<file path="src/rtl/mblts_pkg.sv">
`timescale 1ns / 1ps
`default_nettype none
// ----------------------------------------------------------------------------
// mblts_pkg
// Types and constants shared by the memory bus line test sequencer.
// ----------------------------------------------------------------------------
package mblts_pkg;

  localparam int unsigned SEG_W      = 16;
  localparam int unsigned ADDR_W     = 16;
  localparam int unsigned DATA_W     = 8;
  localparam int unsigned LINES_W    = 5;
  localparam int unsigned LINE_IDX_W = 4;
  localparam int unsigned BIT_IDX_W  = 3;
  localparam int unsigned CFG_IDX_W  = 1;
  localparam int unsigned TAIL_N     = 3;
  localparam int unsigned TAIL_IDX_W = 2;

  localparam logic [DATA_W-1:0] PAT_A = 8'hAA;
  localparam logic [DATA_W-1:0] PAT_B = 8'h55;

  localparam logic KIND_START = 1'b0;
  localparam logic KIND_READ  = 1'b1;

  localparam logic [CFG_IDX_W-1:0] CFG_SEGMENT = 1'b0;
  localparam logic [CFG_IDX_W-1:0] CFG_LINES   = 1'b1;

  typedef enum logic [1:0] {
    OP_WRITE  = 2'd0,
    OP_READ   = 2'd1,
    OP_REPORT = 2'd2
  } op_t;

  typedef enum logic [2:0] {
    PH_IDLE = 3'd0,
    PH_DATA = 3'd1,
    PH_PAT  = 3'd2,
    PH_ANTI = 3'd3
  } phase_t;

  typedef struct packed {
    op_t               op;
    logic [ADDR_W-1:0] address;
    logic [DATA_W-1:0] write_data;
  } rec_t;

  // one accepted beat expands to clr_cnt clears followed by tail_cnt records
  typedef struct packed {
    logic [LINES_W-1:0]    clr_cnt;
    logic [TAIL_IDX_W-1:0] tail_cnt;
    rec_t [TAIL_N-1:0]     tail;
  } job_t;

endpackage
`default_nettype wire

</file>
<file path="src/rtl/mblts_if.sv">
`timescale 1ns / 1ps
`default_nettype none
// ----------------------------------------------------------------------------
// mblts_cmd_if / mblts_res_if
// Valid/ready channels for command beats and result beats.
// ----------------------------------------------------------------------------
interface mblts_cmd_if;
  logic       valid;
  logic       ready;
  logic       kind;
  logic [7:0] read_data;

  modport source (output valid, kind, read_data, input ready);
  modport sink (input valid, kind, read_data, output ready);
endinterface

interface mblts_res_if;
  logic        valid;
  logic        ready;
  logic [1:0]  op;
  logic [15:0] access_segment;
  logic [15:0] address;
  logic [7:0]  write_data;
  logic [7:0]  data_fault_mask;
  logic [15:0] address_fault_mask;
  logic        fatal;
  logic        last;

  modport source (
    output valid, op, access_segment, address, write_data, data_fault_mask,
           address_fault_mask, fatal, last,
    input  ready
  );
  modport sink (
    input  valid, op, access_segment, address, write_data, data_fault_mask,
           address_fault_mask, fatal, last,
    output ready
  );
endinterface
`default_nettype wire

</file>
<file path="src/rtl/mblts_emit.sv">
`timescale 1ns / 1ps
`default_nettype none
// ----------------------------------------------------------------------------
// mblts_emit
// Holds the expanded job of one command beat and hands out one result beat
// per cycle through an output register while the res channel is not stalled.
// ----------------------------------------------------------------------------
module mblts_emit (
  input  logic                             clk,
  input  logic                             rst,
  input  logic                             load,
  input  mblts_pkg::job_t                  job,
  input  logic [mblts_pkg::SEG_W-1:0]      segment,
  input  logic [mblts_pkg::DATA_W-1:0]     data_faults,
  input  logic [mblts_pkg::ADDR_W-1:0]     address_faults,
  output logic                             busy,
  mblts_res_if.source                      res
);

  logic [mblts_pkg::LINES_W-1:0]    clr_left;
  logic [mblts_pkg::LINE_IDX_W-1:0] clr_idx;
  mblts_pkg::rec_t                  tail [mblts_pkg::TAIL_N];
  logic [mblts_pkg::TAIL_IDX_W-1:0] tail_cnt;
  logic [mblts_pkg::TAIL_IDX_W-1:0] tail_idx;

  mblts_pkg::rec_t cur;
  logic            cur_last;
  logic            advance;
  logic            emit;

  logic                            o_valid;
  mblts_pkg::rec_t                 o_rec;
  logic [mblts_pkg::SEG_W-1:0]     o_seg;
  logic [mblts_pkg::DATA_W-1:0]    o_dmask;
  logic [mblts_pkg::ADDR_W-1:0]    o_amask;
  logic                            o_fatal;
  logic                            o_last;

  assign advance = !o_valid || res.ready;
  assign emit    = busy && advance;

  always_comb begin
    if (clr_left != '0) begin
      cur.op         = mblts_pkg::OP_WRITE;
      cur.address    = mblts_pkg::ADDR_W'(1) << clr_idx;
      cur.write_data = '0;
      cur_last       = 1'b0;
    end else begin
      cur      = tail[tail_idx];
      cur_last = (tail_idx == (tail_cnt - 2'd1));
    end
  end

  always_ff @(posedge clk) begin
    if (rst) begin
      busy     <= 1'b0;
      clr_left <= '0;
      clr_idx  <= '0;
      tail_cnt <= '0;
      tail_idx <= '0;
    end else if (load) begin
      busy     <= 1'b1;
      clr_left <= job.clr_cnt;
      clr_idx  <= '0;
      tail_cnt <= job.tail_cnt;
      tail_idx <= '0;
    end else if (emit) begin
      if (clr_left != '0) begin
        clr_left <= clr_left - 1'b1;
        clr_idx  <= clr_idx + 1'b1;
      end else begin
        tail_idx <= tail_idx + 1'b1;
        if (cur_last) begin
          busy <= 1'b0;
        end
      end
    end
  end

  always_ff @(posedge clk) begin
    if (load) begin
      for (int i = 0; i < mblts_pkg::TAIL_N; i++) begin
        tail[i] <= job.tail[i];
      end
    end
  end

  // output register
  always_ff @(posedge clk) begin
    if (rst) begin
      o_valid <= 1'b0;
    end else if (advance) begin
      o_valid <= busy;
    end
  end

  always_ff @(posedge clk) begin
    if (emit) begin
      o_rec  <= cur;
      o_seg  <= segment;
      o_last <= cur_last;
      if (cur.op == mblts_pkg::OP_REPORT) begin
        o_dmask <= data_faults;
        o_amask <= address_faults;
        o_fatal <= (data_faults != '0) && (address_faults != '0);
      end else begin
        o_dmask <= '0;
        o_amask <= '0;
        o_fatal <= 1'b0;
      end
    end
  end

  assign res.valid              = o_valid;
  assign res.op                 = o_rec.op;
  assign res.access_segment     = o_seg;
  assign res.address            = o_rec.address;
  assign res.write_data         = o_rec.write_data;
  assign res.data_fault_mask    = o_dmask;
  assign res.address_fault_mask = o_amask;
  assign res.fatal              = o_fatal;
  assign res.last               = o_last;

endmodule
`default_nettype wire

</file>
<file path="src/rtl/memory_bus_line_test_sequencer.sv">
`timescale 1ns / 1ps
`default_nettype none
// ----------------------------------------------------------------------------
// memory_bus_line_test_sequencer
// Walking-ones data bus test and address bus aliasing test on a byte memory,
// driven by start commands and returned read bytes.
//
//   channel  dir  handshake      payload
//   cmd      in   valid/ready    kind, read_data
//   res      out  valid/ready    op, access_segment, address, write_data,
//                                data_fault_mask, address_fault_mask, fatal, last
//   cfg      in   cfg_we         cfg_index, cfg_data
//
// a command beat updates the test state in the cycle it is taken and expands
// into 0 to 19 result beats, one per cycle through the output register while
// res is not stalled; the next command is taken as soon as the last result of
// the beat sits in the output register
// a stalled res channel holds the output register and stops the expansion
// reset is synchronous; the test returns to idle with both masks cleared
// ----------------------------------------------------------------------------
module memory_bus_line_test_sequencer #(
  parameter int unsigned MAX_ADDRESS_LINES = 16
) (
  input  logic                                  clk,
  input  logic                                  rst,
  mblts_cmd_if.sink                             cmd,
  mblts_res_if.source                           res,
  input  logic                                  cfg_we,
  input  logic [mblts_pkg::CFG_IDX_W-1:0]       cfg_index,
  input  logic [mblts_pkg::SEG_W-1:0]           cfg_data
);

  logic [mblts_pkg::SEG_W-1:0]      memory_segment;
  logic [mblts_pkg::LINES_W-1:0]    address_lines;

  mblts_pkg::phase_t                phase, phase_next;
  logic [mblts_pkg::LINE_IDX_W-1:0] line_index, line_index_next;
  logic [mblts_pkg::DATA_W-1:0]     data_faults, data_faults_next;
  logic [mblts_pkg::ADDR_W-1:0]     address_faults, address_faults_next;

  logic                             busy;
  logic                             accept;
  logic                             load;
  mblts_pkg::job_t                  job;

  logic [mblts_pkg::LINES_W-1:0]    n_lines;
  logic [mblts_pkg::BIT_IDX_W-1:0]  bit_idx;
  logic [mblts_pkg::DATA_W-1:0]     expect_bit;
  logic [mblts_pkg::LINES_W-1:0]    line_inc;
  logic                             more_lines;
  logic [mblts_pkg::DATA_W-1:0]     pat;

  assign cmd.ready = !busy && !rst;
  assign accept    = cmd.valid && cmd.ready;
  assign load      = accept && (job.tail_cnt != '0);

  // configuration registers
  always_ff @(posedge clk) begin
    if (rst) begin
      memory_segment <= 16'd640;
      address_lines  <= 5'd12;
    end else if (cfg_we) begin
      unique case (cfg_index)
        mblts_pkg::CFG_SEGMENT: memory_segment <= cfg_data;
        mblts_pkg::CFG_LINES:   address_lines  <= cfg_data[mblts_pkg::LINES_W-1:0];
        default: ;
      endcase
    end
  end

  assign n_lines = (address_lines > mblts_pkg::LINES_W'(MAX_ADDRESS_LINES))
                 ? mblts_pkg::LINES_W'(MAX_ADDRESS_LINES) : address_lines;
  assign bit_idx    = line_index[mblts_pkg::BIT_IDX_W-1:0];
  assign expect_bit = mblts_pkg::DATA_W'(1) << bit_idx;
  assign line_inc   = {1'b0, line_index} + 1'b1;
  assign more_lines = line_inc < n_lines;
  assign pat        = (phase == mblts_pkg::PH_PAT) ? mblts_pkg::PAT_A : mblts_pkg::PAT_B;

  // next state
  always_comb begin
    phase_next          = phase;
    line_index_next     = line_index;
    data_faults_next    = data_faults;
    address_faults_next = address_faults;
    if (cmd.kind == mblts_pkg::KIND_START) begin
      phase_next          = mblts_pkg::PH_DATA;
      line_index_next     = '0;
      data_faults_next    = '0;
      address_faults_next = '0;
    end else begin
      unique case (phase)
        mblts_pkg::PH_DATA: begin
          if (cmd.read_data != expect_bit) begin
            data_faults_next = data_faults | expect_bit;
          end
          if (bit_idx != '1) begin
            line_index_next = line_index + 1'b1;
          end else begin
            line_index_next = '0;
            phase_next      = (n_lines != '0) ? mblts_pkg::PH_PAT : mblts_pkg::PH_IDLE;
          end
        end
        mblts_pkg::PH_PAT, mblts_pkg::PH_ANTI: begin
          if (cmd.read_data == pat) begin
            address_faults_next = address_faults | (mblts_pkg::ADDR_W'(1) << line_index);
          end
          if (more_lines) begin
            line_index_next = line_inc[mblts_pkg::LINE_IDX_W-1:0];
          end else begin
            line_index_next = '0;
            if (phase == mblts_pkg::PH_PAT && n_lines != '0) begin
              phase_next = mblts_pkg::PH_ANTI;
            end else begin
              phase_next = mblts_pkg::PH_IDLE;
            end
          end
        end
        default: ;
      endcase
    end
  end

  // result job
  always_comb begin
    job          = '0;
    job.tail[0].op = mblts_pkg::OP_WRITE;
    job.tail[1].op = mblts_pkg::OP_READ;
    if (cmd.kind == mblts_pkg::KIND_START) begin
      job.tail_cnt           = 2'd2;
      job.tail[0].write_data = mblts_pkg::DATA_W'(1);
    end else begin
      unique case (phase)
        mblts_pkg::PH_DATA: begin
          if (bit_idx != '1) begin
            job.tail_cnt           = 2'd2;
            job.tail[0].write_data = mblts_pkg::DATA_W'(1) << (bit_idx + 1'b1);
          end else begin
            job.clr_cnt            = n_lines;
            job.tail_cnt           = 2'd3;
            job.tail[0].write_data = mblts_pkg::PAT_A;
            job.tail[1].op         = mblts_pkg::OP_WRITE;
            if (n_lines != '0) begin
              job.tail[1].write_data = mblts_pkg::PAT_A;
              job.tail[2].op         = mblts_pkg::OP_READ;
              job.tail[2].address    = mblts_pkg::ADDR_W'(1);
            end else begin
              job.tail[1].write_data = mblts_pkg::PAT_B;
              job.tail[2].op         = mblts_pkg::OP_REPORT;
            end
          end
        end
        mblts_pkg::PH_PAT, mblts_pkg::PH_ANTI: begin
          if (more_lines) begin
            job.tail_cnt           = 2'd2;
            job.tail[0].write_data = pat;
            job.tail[1].address    = mblts_pkg::ADDR_W'(1) << line_inc[mblts_pkg::LINE_IDX_W-1:0];
          end else if (phase == mblts_pkg::PH_PAT && n_lines != '0) begin
            job.tail_cnt           = 2'd3;
            job.tail[0].write_data = mblts_pkg::PAT_B;
            job.tail[1].op         = mblts_pkg::OP_WRITE;
            job.tail[1].write_data = mblts_pkg::PAT_B;
            job.tail[2].op         = mblts_pkg::OP_READ;
            job.tail[2].address    = mblts_pkg::ADDR_W'(1);
          end else if (phase == mblts_pkg::PH_PAT) begin
            job.tail_cnt           = 2'd2;
            job.tail[0].write_data = mblts_pkg::PAT_B;
            job.tail[1].op         = mblts_pkg::OP_REPORT;
          end else begin
            job.tail_cnt   = 2'd1;
            job.tail[0].op = mblts_pkg::OP_REPORT;
          end
        end
        default: ;
      endcase
    end
  end

  always_ff @(posedge clk) begin
    if (rst) begin
      phase          <= mblts_pkg::PH_IDLE;
      line_index     <= '0;
      data_faults    <= '0;
      address_faults <= '0;
    end else if (accept) begin
      phase          <= phase_next;
      line_index     <= line_index_next;
      data_faults    <= data_faults_next;
      address_faults <= address_faults_next;
    end
  end

  mblts_emit u_emit (
    .clk            (clk),
    .rst            (rst),
    .load           (load),
    .job            (job),
    .segment        (memory_segment),
    .data_faults    (data_faults),
    .address_faults (address_faults),
    .busy           (busy),
    .res            (res)
  );

`ifndef SYNTHESIS
  a_report_is_last: assert property (@(posedge clk) disable iff (rst)
    res.valid && res.op == mblts_pkg::OP_REPORT |-> res.last)
    else $error("report beat without last");

  a_start_enters_data: assert property (@(posedge clk) disable iff (rst)
    accept && cmd.kind == mblts_pkg::KIND_START |=> phase == mblts_pkg::PH_DATA && busy)
    else $error("start did not begin the data bus test");

  a_fatal_matches_masks: assert property (@(posedge clk) disable iff (rst)
    res.valid && res.op == mblts_pkg::OP_REPORT
      |-> res.fatal == (res.data_fault_mask != '0 && res.address_fault_mask != '0))
    else $error("fatal flag disagrees with fault masks");

  a_request_masks_zero: assert property (@(posedge clk) disable iff (rst)
    res.valid && res.op != mblts_pkg::OP_REPORT
      |-> !res.fatal && res.data_fault_mask == '0 && res.address_fault_mask == '0)
    else $error("request beat carries report fields");
`endif

endmodule
`default_nettype wire
</file>
<file path="src/flat_wrapper.sv">
// flat-port wrapper written by rule: the top's interface ports become plain ports
module memory_bus_line_test_sequencer_flat 
#(
  parameter int unsigned MAX_ADDRESS_LINES = 16
)
  (clk, rst, cfg_we, cfg_index, cfg_data, cmd_valid, cmd_kind, cmd_read_data, cmd_ready, res_valid, res_op, res_access_segment, res_address, res_write_data, res_data_fault_mask, res_address_fault_mask, res_fatal, res_last, res_ready);
  mblts_cmd_if cmd_i ();
  mblts_res_if res_i ();
  input  logic clk;
  input  logic rst;
  input  logic cfg_we;
  input  logic [mblts_pkg::CFG_IDX_W-1:0] cfg_index;
  input  logic [mblts_pkg::SEG_W-1:0] cfg_data;
  input wire logic [$bits(cmd_i.valid)-1:0] cmd_valid;
  input wire logic [$bits(cmd_i.kind)-1:0] cmd_kind;
  input wire logic [$bits(cmd_i.read_data)-1:0] cmd_read_data;
  output wire logic [$bits(cmd_i.ready)-1:0] cmd_ready;
  output wire logic [$bits(res_i.valid)-1:0] res_valid;
  output wire logic [$bits(res_i.op)-1:0] res_op;
  output wire logic [$bits(res_i.access_segment)-1:0] res_access_segment;
  output wire logic [$bits(res_i.address)-1:0] res_address;
  output wire logic [$bits(res_i.write_data)-1:0] res_write_data;
  output wire logic [$bits(res_i.data_fault_mask)-1:0] res_data_fault_mask;
  output wire logic [$bits(res_i.address_fault_mask)-1:0] res_address_fault_mask;
  output wire logic [$bits(res_i.fatal)-1:0] res_fatal;
  output wire logic [$bits(res_i.last)-1:0] res_last;
  input wire logic [$bits(res_i.ready)-1:0] res_ready;
  assign cmd_i.valid = cmd_valid;
  assign cmd_i.kind = cmd_kind;
  assign cmd_i.read_data = cmd_read_data;
  assign cmd_ready = cmd_i.ready;
  assign res_valid = res_i.valid;
  assign res_op = res_i.op;
  assign res_access_segment = res_i.access_segment;
  assign res_address = res_i.address;
  assign res_write_data = res_i.write_data;
  assign res_data_fault_mask = res_i.data_fault_mask;
  assign res_address_fault_mask = res_i.address_fault_mask;
  assign res_fatal = res_i.fatal;
  assign res_last = res_i.last;
  assign res_i.ready = res_ready;
  memory_bus_line_test_sequencer #(.MAX_ADDRESS_LINES(MAX_ADDRESS_LINES)) u_core (.clk(clk), .rst(rst), .cmd(cmd_i), .res(res_i), .cfg_we(cfg_we), .cfg_index(cfg_index), .cfg_data(cfg_data));
endmodule
</file>
<file path="config.mk">
export PLATFORM = sky130hd
export DESIGN_NAME = memory_bus_line_test_sequencer_flat
export DESIGN_NICKNAME = d
export VERILOG_FILES = /design/src/rtl/mblts_pkg.sv /design/src/rtl/mblts_if.sv /design/src/rtl/mblts_emit.sv /design/src/rtl/memory_bus_line_test_sequencer.sv /design/src/flat_wrapper.sv
export SDC_FILE = /design/constraint.sdc
export NUM_CORES = 1
export LEC_CHECK = 0
export ABC_AREA = 0
export BUFFER_PORTS_ARGS = -buffer_cell sky130_fd_sc_hd__buf_4
export CORE_MARGIN = 4
export CORE_UTILIZATION = 58
export DETAILED_ROUTE_END_ITERATION = 6
export PLACE_DENSITY = 0.78
export SLEW_MARGIN = 25
export SYNTH_ARGS = -nofsm -noshare
export SYNTH_HDL_FRONTEND = slang
export SYNTH_HIERARCHICAL = 1
export SYNTH_SLANG_ARGS = --single-unit
</file>
<file path="constraint.sdc">
create_clock -name clk -period 12.6 [get_ports clk]
set_input_delay 2.52 -clock clk [delete_from_list [all_inputs] [get_ports clk]]
set_output_delay 2.52 -clock clk [all_outputs]
set_load 0.02 [all_outputs]
</file>
==> flow_summary.ini <==
[yosys]
synthAdderAreaFrac = 0.0251
synth.mux.area_fraction = 0.0353
yosys.area_share.simple = 0.164
synth_top_family_by_area = simple AND/OR/NAND/NOR gates
synthFlopType = edfxtp_1
ys_async_sr_fraction = 0
synth-xor-area-share = 0.00977
syn_inst = 771
post_synth_instance_area_mm2 = 0.00896
netlist.top_cell.by_area = edfxtp_1
synth_enable_flop_cells = 146
synth_compound_gate_area_share = 0.0973
post_synth_num_cell_types = 66
synthesis.yosys.warnings = 6
synth_top_area_frac = 0.489
synth_seq_area_share = 0.641
ys_ff_latch = 214
post_synth_main_area_contributors = edfxtp_1 49%, dfxtp_1 15%, nor2_1 3.9%
syn-mean-instance-area_um2 = 11.6

[power]
swShare = 0.223
vdd_drop_max_mv = 0.127
clock_power_share = 0.401
power_frac_seq = 0.522
p_int_w = 0.00118
netSwitchingPower_w = 0.000337
pwrdens_mw_per_mm2 = 142
comb_power_share = 0.077
leakagePower_nw = 3.89

[global_route]
gr-usage-all-layers = 0.208
grt_max_degree = 95
grt_pass1_wl_mm = 30.1
grt.overflow.total = 0
antenna_found_initial = 0
grt_pass1_vias = 6183

[worst_setup_path]
rr_worst_depth = 7
timing.critical_path.from_type = input pin
reg2reg_setup_slack_ns = 9.85
worst-endpoint-required_ns = 10.08
timing.rr.end = u_core/u_emit/tail[0][0]$_DFFE_PP_
critical_path.reg2reg.startpoint = u_core/line_index[2]$_SDFFE_PP0P_
crit_path_max_fanout = 39
critical_path_arrival_ns = 3.14
timing.critical_path.to_type = output pin
path_class = in -> out
critical_path.endpoint = cmd_ready
launching_element_of_the_worst_setup_path = rst

[drt]
drcViolationCount = 0
routed_wire_length_per_instance_um = 17.0
drt_pre_antenna_iters = 5
postRouteAntennaNets = 0
vias_per_cell = 5.60
wl_mm = 18.7
drtIter0Drc = 559
dr_vias = 6187

[final_layout]
commonest_non_fill_non_tap_cell_in_the_layout = edfxtp_1
final_cell_mix = 146 x edfxtp_1, 104 x buf_4, 93 x nor2_1
antenna_cells = 0
fillers = 1092
final_nets = 949
flow.area_growth_from_synthesis_pct = 19.0
final-seq-area_mm2 = 0.00575
layout.cells.non_filler = 1104
drive_above_1_share = 0.167
area_of_the_multi_input_gates_mm2 = 0.00314
finish.utilization = 0.704

[timing]
setup-tns-final_ns = 0
timing_worst_slew_pin_value_ns = 0.974
worst_slew_margin_rel = 0.350
fmax_ghz = 0.177
final_hold_viol_count = 0
finalSetupViolations = 0
final.setup_skew_ns = 0.0131
ratio_of_final_minimum_period_to_clock_period = 0.449
post-route-min-period_ns = 5.66
rsz0062_at_grt = false
slew_violations = 0
whs_ns = 0.428

[clock_tree]
clk_root_buffer_cell = clkbuf_16
cts.path.max_buffers = 3
cts_sinks = 214
tritoncts.num_buffers = 22
clock_insertion_delay_worst_skew_ns = 0.50
clk_pin_slew_ns = 0.06
post_cts_resized = 0
cts_hold_buffers = 0
tritoncts_clock_tree = built
cts_htree_levels = 1
cts_setup_buffers = 0

[placed_design]
gp_weighted_congestion = 0.869
place_hpwl_mm = 12.4
placed_cells_incl_taps = 1064
io_buffers = 100

[floorplanning]
core.rowCount = 45
dieArea_mm2 = 0.0175
top_level_ports = 101
die_h_um = 132
core_area_mm2 = 0.0151
floorplan.die.width_um = 132
effective_utilization_at_floorplan = 0.592

[job]
max_cap_viol_count = 0

[worst_hold_path]
timing.hold.worst.class = reg -> reg
worstHoldPathCells = 0

[outcome]
outcome = complete, no violations
==> sequential cells by signal (all words and copies together), names as in the netlist, 2 cells and up, named ones only <==
| register | cells |
|---|---|
| u_core/u_emit/tail | 78 |
| u_core/u_emit/res.address_fault_mask | 16 |
| u_core/u_emit/clr_idx | 4 |
| u_core/address_faults | 16 |
| u_core/u_emit/res.data_fault_mask | 8 |
| u_core/u_emit/clr_left | 5 |
| u_core/u_emit/res.op | 2 |
| u_core/address_lines | 5 |
| u_core/u_emit/tail_cnt | 2 |
| u_core/u_emit/res.access_segment | 16 |
| u_core/phase | 2 |
| u_core/data_faults | 8 |
| u_core/u_emit/res.address | 16 |
| u_core/line_index | 4 |
| u_core/u_emit/res.write_data | 8 |
| u_core/u_emit/tail_idx | 2 |
| u_core/memory_segment | 16 |
==> cell families after synthesis <==
group,count (synthesis)
buffers and inverters,59
other,1
AO/OA/AOI/OAI,138
flip-flops,214
adder cells (fa/ha/maj),18
XOR/XNOR,10
AND/OR/NAND/NOR,300
multiplexers,31
==> cell usage after synthesis (all sizes together), types with 4 or more instances <==
library cell,instances
edfxtp,146
nor2,93
nand2,80
dfxtp,68
a21oi,56
o21ai,34
and2,30
mux2i,29
clkbuf,28
nand3,21
inv,20
ha,18
nand2b,12
buf,11
nand4,9
nor3,9
nor4,9
and3,8
nor2b,8
xnor2,8
a22o,7
nand3b,7
o21a,5
a211o,4
a211oi,4
a21o,4
a31oi,4
a32o,4
==> area by class of cell <==
type / instances / share of cell area
Sequential cell: 214 / 0.539
Multi-Input combinational cell: 537 / 0.295
Timing Repair Buffer: 105 / 0.0743
Clock buffer: 37 / 0.0617
Tap cell: 188 / 0.0221
Inverter: 20 / 0.00704
Clock inverter: 3 / 0.00164
==> worst min path at each step <==
stage | startpoint | endpoint
2_1_floorplan | u_core/memory_segment[0]$_SDFFE_PP0P_ | u_core/u_emit/res.access_segment[0]$_DFFE_PN_
3_3_place_gp | u_core/memory_segment[4]$_SDFFE_PP0P_ | u_core/u_emit/res.access_segment[4]$_DFFE_PN_
3_5_place_dp | u_core/memory_segment[11]$_SDFFE_PP0P_ | u_core/u_emit/res.access_segment[11]$_DFFE_PN_
4_1_cts | u_core/memory_segment[6]$_SDFFE_PP0P_ | u_core/u_emit/res.access_segment[6]$_DFFE_PN_
5_1_grt | u_core/memory_segment[6]$_SDFFE_PP0P_ | u_core/u_emit/res.access_segment[6]$_DFFE_PN_
6_report | u_core/memory_segment[6]$_SDFFE_PP0P_ | u_core/u_emit/res.access_segment[6]$_DFFE_PN_
==> critical path: stages <==
cell,delay [ns]
buf_4,0.33
nor2_1,0.11
buf_4,0.17
==> stage by stage <==
step | area (µm²) | total power, W | setup slack, ns
finish | 10700 | 0.00151 | 6.94
global route | 10700 | 0.00156 | 6.89
CTS | 10700 | 0.00152 | 6.94
detailed placement | 9990 | 0.000919 | 6.94
global placement | 9980 | 0.000914 | 6.95
floorplan | 9110 | 0.000880 | 4.59
==> metal layers <==
layer	vias to the layer above	share of wire	global-route usage
met3	55	0.061	0.0366
li1	2982	-	-
met5	-	0	0
met2	207	0.50	0.367
met1	2943	0.41	0.258
met4	0	0.026	0.0751
==> power groups by stage <==
stage / combinational, W / sequential [W] / clock, W
after floorplan: 0.0000644 / 0.000815 / 0
after global placement: 0.000111 / 0.000803 / 0
after detailed placement: 0.000115 / 0.000804 / 0
after CTS: 0.000116 / 0.000789 / 0.000618
after global routing: 0.000128 / 0.000791 / 0.000644
final: 0.000117 / 0.000789 / 0.000606
Power figures use the tool's default switching activity.
